### src/rtl/m4mul_pkg.sv
// Package for the 4x4 matrix product core: beat structs, matrix type, constants.
// Used by every module under rtl/. No dependencies.
package m4mul_pkg;

	localparam int MAT_DIM       = 4;
	localparam int DATA_W        = 32;
	localparam int PROD_W        = 2 * DATA_W;
	localparam int FRAC_BITS_DEF = 16;

	// Item opcodes
	typedef enum logic {
		OP_LOAD = 1'b0,
		OP_MUL  = 1'b1
	} op_t;

	typedef logic signed [DATA_W-1:0] elem_t;

	// Right-hand matrix, indexed [row][col]
	typedef elem_t [MAT_DIM-1:0][MAT_DIM-1:0] mat_t;

	typedef struct packed {
		op_t        op;
		logic [1:0] row_index;
		elem_t      value0;
		elem_t      value1;
		elem_t      value2;
		elem_t      value3;
	} in_beat_t;

	typedef struct packed {
		logic [1:0] result_row;
		elem_t      product0;
		elem_t      product1;
		elem_t      product2;
		elem_t      product3;
		logic       overflow;
	} out_beat_t;

endpackage

### src/rtl/m4mul_store.sv
// Right-hand matrix store: 16 elements in flops, written one row per load beat.
// Depends on m4mul_pkg.
module m4mul_store import m4mul_pkg::*; (
	input  logic       clk,
	input  logic       arst_n,
	input  logic       wr_en,
	input  logic [1:0] wr_row,
	input  elem_t      wr_val0,
	input  elem_t      wr_val1,
	input  elem_t      wr_val2,
	input  elem_t      wr_val3,
	output mat_t       mat
);

	mat_t mat_q;

	// Row write; reset clears the whole matrix to zero
	always_ff @(posedge clk or negedge arst_n) begin
		if (!arst_n) begin
			mat_q <= '0;
		end else if (wr_en) begin
			mat_q[wr_row][0] <= wr_val0;
			mat_q[wr_row][1] <= wr_val1;
			mat_q[wr_row][2] <= wr_val2;
			mat_q[wr_row][3] <= wr_val3;
		end
	end

	assign mat = mat_q;

endmodule

### config.mk
export PLATFORM = sky130hd
export DESIGN_NAME = m4mul_store
export DESIGN_NICKNAME = d
export VERILOG_FILES = /design/src/rtl/m4mul_pkg.sv /design/src/rtl/m4mul_store.sv
export SDC_FILE = /design/constraint.sdc
export NUM_CORES = 1
export LEC_CHECK = 0
export BUFFER_PORTS_ARGS = -buffer_cell sky130_fd_sc_hd__buf_2
export CELL_PAD_IN_SITES_DETAIL_PLACEMENT = 1
export CELL_PAD_IN_SITES_GLOBAL_PLACEMENT = 1
export CORE_AREA = 2 2 251 253
export CTS_CLUSTER_DIAMETER = 30
export DETAILED_ROUTE_END_ITERATION = 10
export DIE_AREA = 0 0 253 255
export GPL_ROUTABILITY_DRIVEN = 0
export GPL_TIMING_DRIVEN = 0
export PLACE_DENSITY_LB_ADDON = 0.1
export SYNTH_ARGS = -nofsm -noshare
export SYNTH_HDL_FRONTEND = slang
export SYNTH_SLANG_ARGS = --single-unit
### constraint.sdc
create_clock -name clk -period 0.8 [get_ports clk]
set_input_delay 0.12 -clock clk [delete_from_list [all_inputs] [get_ports clk]]
set_output_delay 0.12 -clock clk [all_outputs]
set_load 0.02 [all_outputs]
==> metrics.cfg <==
[synthesis]
main_combinational_cell_family_by_area_after_synthesis=multiplexers
synth_cell_types=8
synth-compound-area-share=0
synth.largest_area_cell=dfrtp_1
netlist_instances=1084
netlist_area_mm2=0.0190
yosys_register_bits=512
yosys-top-cells-area=dfrtp_1 67%, mux2_2 30%, buf_4 1.1%, buf_6 0.59%, buf_2 0.47%
synth_top_area_frac=0.674
synthArstFlopShare=1.00
synth_adder_area_share=0
synth.mux.area_fraction=0.303
syn_avg_cell_area_um2=17.5
seq_area_frac_synth=0.674
synth.yosys.warnings=0
synth_fp_nets=1217
post_synth_xor_area_fraction=0
prevailing_post_synth_register_cell=dfrtp_1
synth-simple-area-share=0.00171
synth.top_cells.by_count=512 x dfrtp_1, 512 x mux2_2, 28 x buf_4
synth_enable_flop_cells=0

[critical_path]
critPathBufInv=1
worst_ep_arrival_time_ps=1270
critPathMaxFanout=2
worstPathRequired_ps=680
critical_path.top_delay_family=flip-flops
setup.worst_path.class=flop to output pin
r2r_slack_ps=-220
setup.worst_path.end_class=output pin
crit_path_cell_trace=buf_6
timing.critical_path.slowest_cell_delay_ps=420
critPathSlowestCell=dfrtp_1
cp-start-kind=flop

[timing]
timing.hold.ws_ps=-647
final_min_period_over_clock_period=1.73
final_critical_path_setup_slack_ps=-586
slew_headroom=0.563
clock-skew-final_ps=0
worst_pin_slew_ps=656
report.final.hold_viol_count=283
setup_violations=667
timing.fmax_mhz=722
rsz0062_at_grt=true
timing.final.max_slew_violations=0
layout_min_cycle_time_ps=1390

[cts]
clock_insertion_delay_worst_skew_ps=680
worst_setup_hold_path_clk_slew_ps=40
clockBufferDepth=3
numCtsBuffers=141
cts_max_level=4
cts_root_buffer=clkbuf_16
cts_sink_count=512
tritoncts=done
ctsHoldBuffers=128

[pwr]
share_seq_of_total_power=0.282
netSwitchingFraction=0.278
power_switching_w=0.0345
power_leakage_nw=17.1
power.share.clock=0.470
ir_drop_v=0.00196
finalPower_w=0.124
power.density_cell_area_mw_per_mm2=3480
combinationalPowerShare=0.248
internal_power_w=0.0895

[job]
cap_viol_max_count=0

[placement]
place_ws_ps=-982
portBuffers=644
dp.cells=2531
dp_hpwl_um=47600

[route]
antenna_violating_nets_post_route=0
wl_per_cell_um=23.8
routed_via_density=4.52
drt-pass1-iter-count=4
drt_drc_violations_left=0
drt_iter0_drc=468
dr_total_vias=13911
postRouteWirelength_um=73200

[floorplan]
design.portCount=645
die_y_um=255
die_x_um=253
initial_utilization=0.306
placement_rows=92
dieArea_mm2=0.0645
floorplan.core_area_mm2=0.0622

[cells_and_area]
layout.cells.non_filler=3076
fillCellCount=5784
final-seq-area_mm2=0.0128
flow.area_growth_from_synthesis_pct=87.1
num-nets-final=2295
largest_reg_flops=512
drive_gt1_frac=0.713
multi_input_comb_area_mm2=0.00654

[worst_hold_path]
holdCritPathClass=input pin to async pin

[status]
violations_in_the_final_reports=hold timing, setup timing
run_status=complete, but fails checks

[grt]
grt_first_pass_wirelength_um=103000
grtUsageTotal=0.216
antenna_found_initial=4
via_count_of_the_first_global_routing_pass=15747
grt_start_max_net_pins=118
gr-total-overflow=0

[through the flow]
| stage | util | cell area, um2 | TNS (ps) |
|---|---|---|---|
| CTS | 0.547 | 34000 | -348840 |
| global placement | 0.388 | 24100 | -6045800 |
| detailed placement | 0.390 | 24200 | -575090 |
| global route | 0.573 | 35600 | -318500 |
| floorplan | - | 19900 | -103240 |
| finish | 0.573 | 35600 | -285380 |
[final timing paths]
check	from	endpoint	depth (start not counted)
worst min-delay path	arst_n	mat[454]	1
worst max-delay path	mat[168]	mat[168]	1
max in group asynchronous	arst_n	mat[272]	3
worst min register to register	mat[137]	mat[137]	1
worst max register to register	mat[205]	mat[205]	3
min in group clk	wr_row[0]	mat[415]	4
[layout by cell type, fill, tap and decap left out, drive strengths merged, types with 2 or more instances in the layout]
| cell | Yosys | layout |
|---|---|---|
| buf | 56 | 859 |
| bufinv | 0 | 17 |
| clkbuf | 0 | 201 |
| clkinv | 0 | 28 |
| clkinvlp | 0 | 8 |
| dfrtp | 512 | 512 |
| dlygate4sd3 | 0 | 128 |
| inv | 0 | 7 |
| mux2 | 512 | 512 |
| nand3b | 2 | 2 |
[cell type report]
| type | count | share of cell area |
|---|---|---|
| flip-flops and latches | 512 | 0.360 |
| multi-input cells | 516 | 0.184 |
| clock buffers | 197 | 0.116 |
| well taps | 799 | 0.0281 |
| repair buffers | 935 | 0.266 |
| clock inverters | 60 | 0.0240 |
| plain buffers | 56 | 0.0211 |
| diodes | 1 | 0.0000703 |
[layer usage]
| metal | GRT usage | wire [um] | vias to the layer above |
|---|---|---|---|
| li1 | - | - | 6077 |
| met1 | 0.235 | 27200 | 7169 |
| met2 | 0.366 | 37500 | 502 |
| met3 | 0.0892 | 5800 | 157 |
| met4 | 0.104 | 2710 | 6 |
| met5 | 0 | 26 | - |
[timing repair]
action / 4_1_cts / 5_1_grt
buffers inserted: 105 / 89
gates resized for setup: 862 / 339
hold endpoints to repair: 794 / 283
cloned: 0 / 4
endpoints found under the setup margin: 744 / 963
[cell families (layout without fill, tap and decap cells)]
group | count (synthesis) | count (layout)
buffers and inverters | 56 | 1248
AND/OR/NAND/NOR | 4 | 4
multiplexers | 512 | 512
other | 0 | 1
flip-flops | 512 | 512
[power by group through the flow]
| stage | Clock [W] | Combinational, W | Sequential, W |
|---|---|---|---|
| CTS | 0.0593 | 0.0283 | 0.0344 |
| global route | 0.0610 | 0.0322 | 0.0355 |
| floorplan | 0 | 0.00588 | 0.0398 |
| detailed placement | 0 | 0.0214 | 0.0337 |
| finish | 0.0583 | 0.0307 | 0.0349 |
| global placement | 0 | 0.0210 | 0.0336 |
Power figures use the tool's default switching activity.
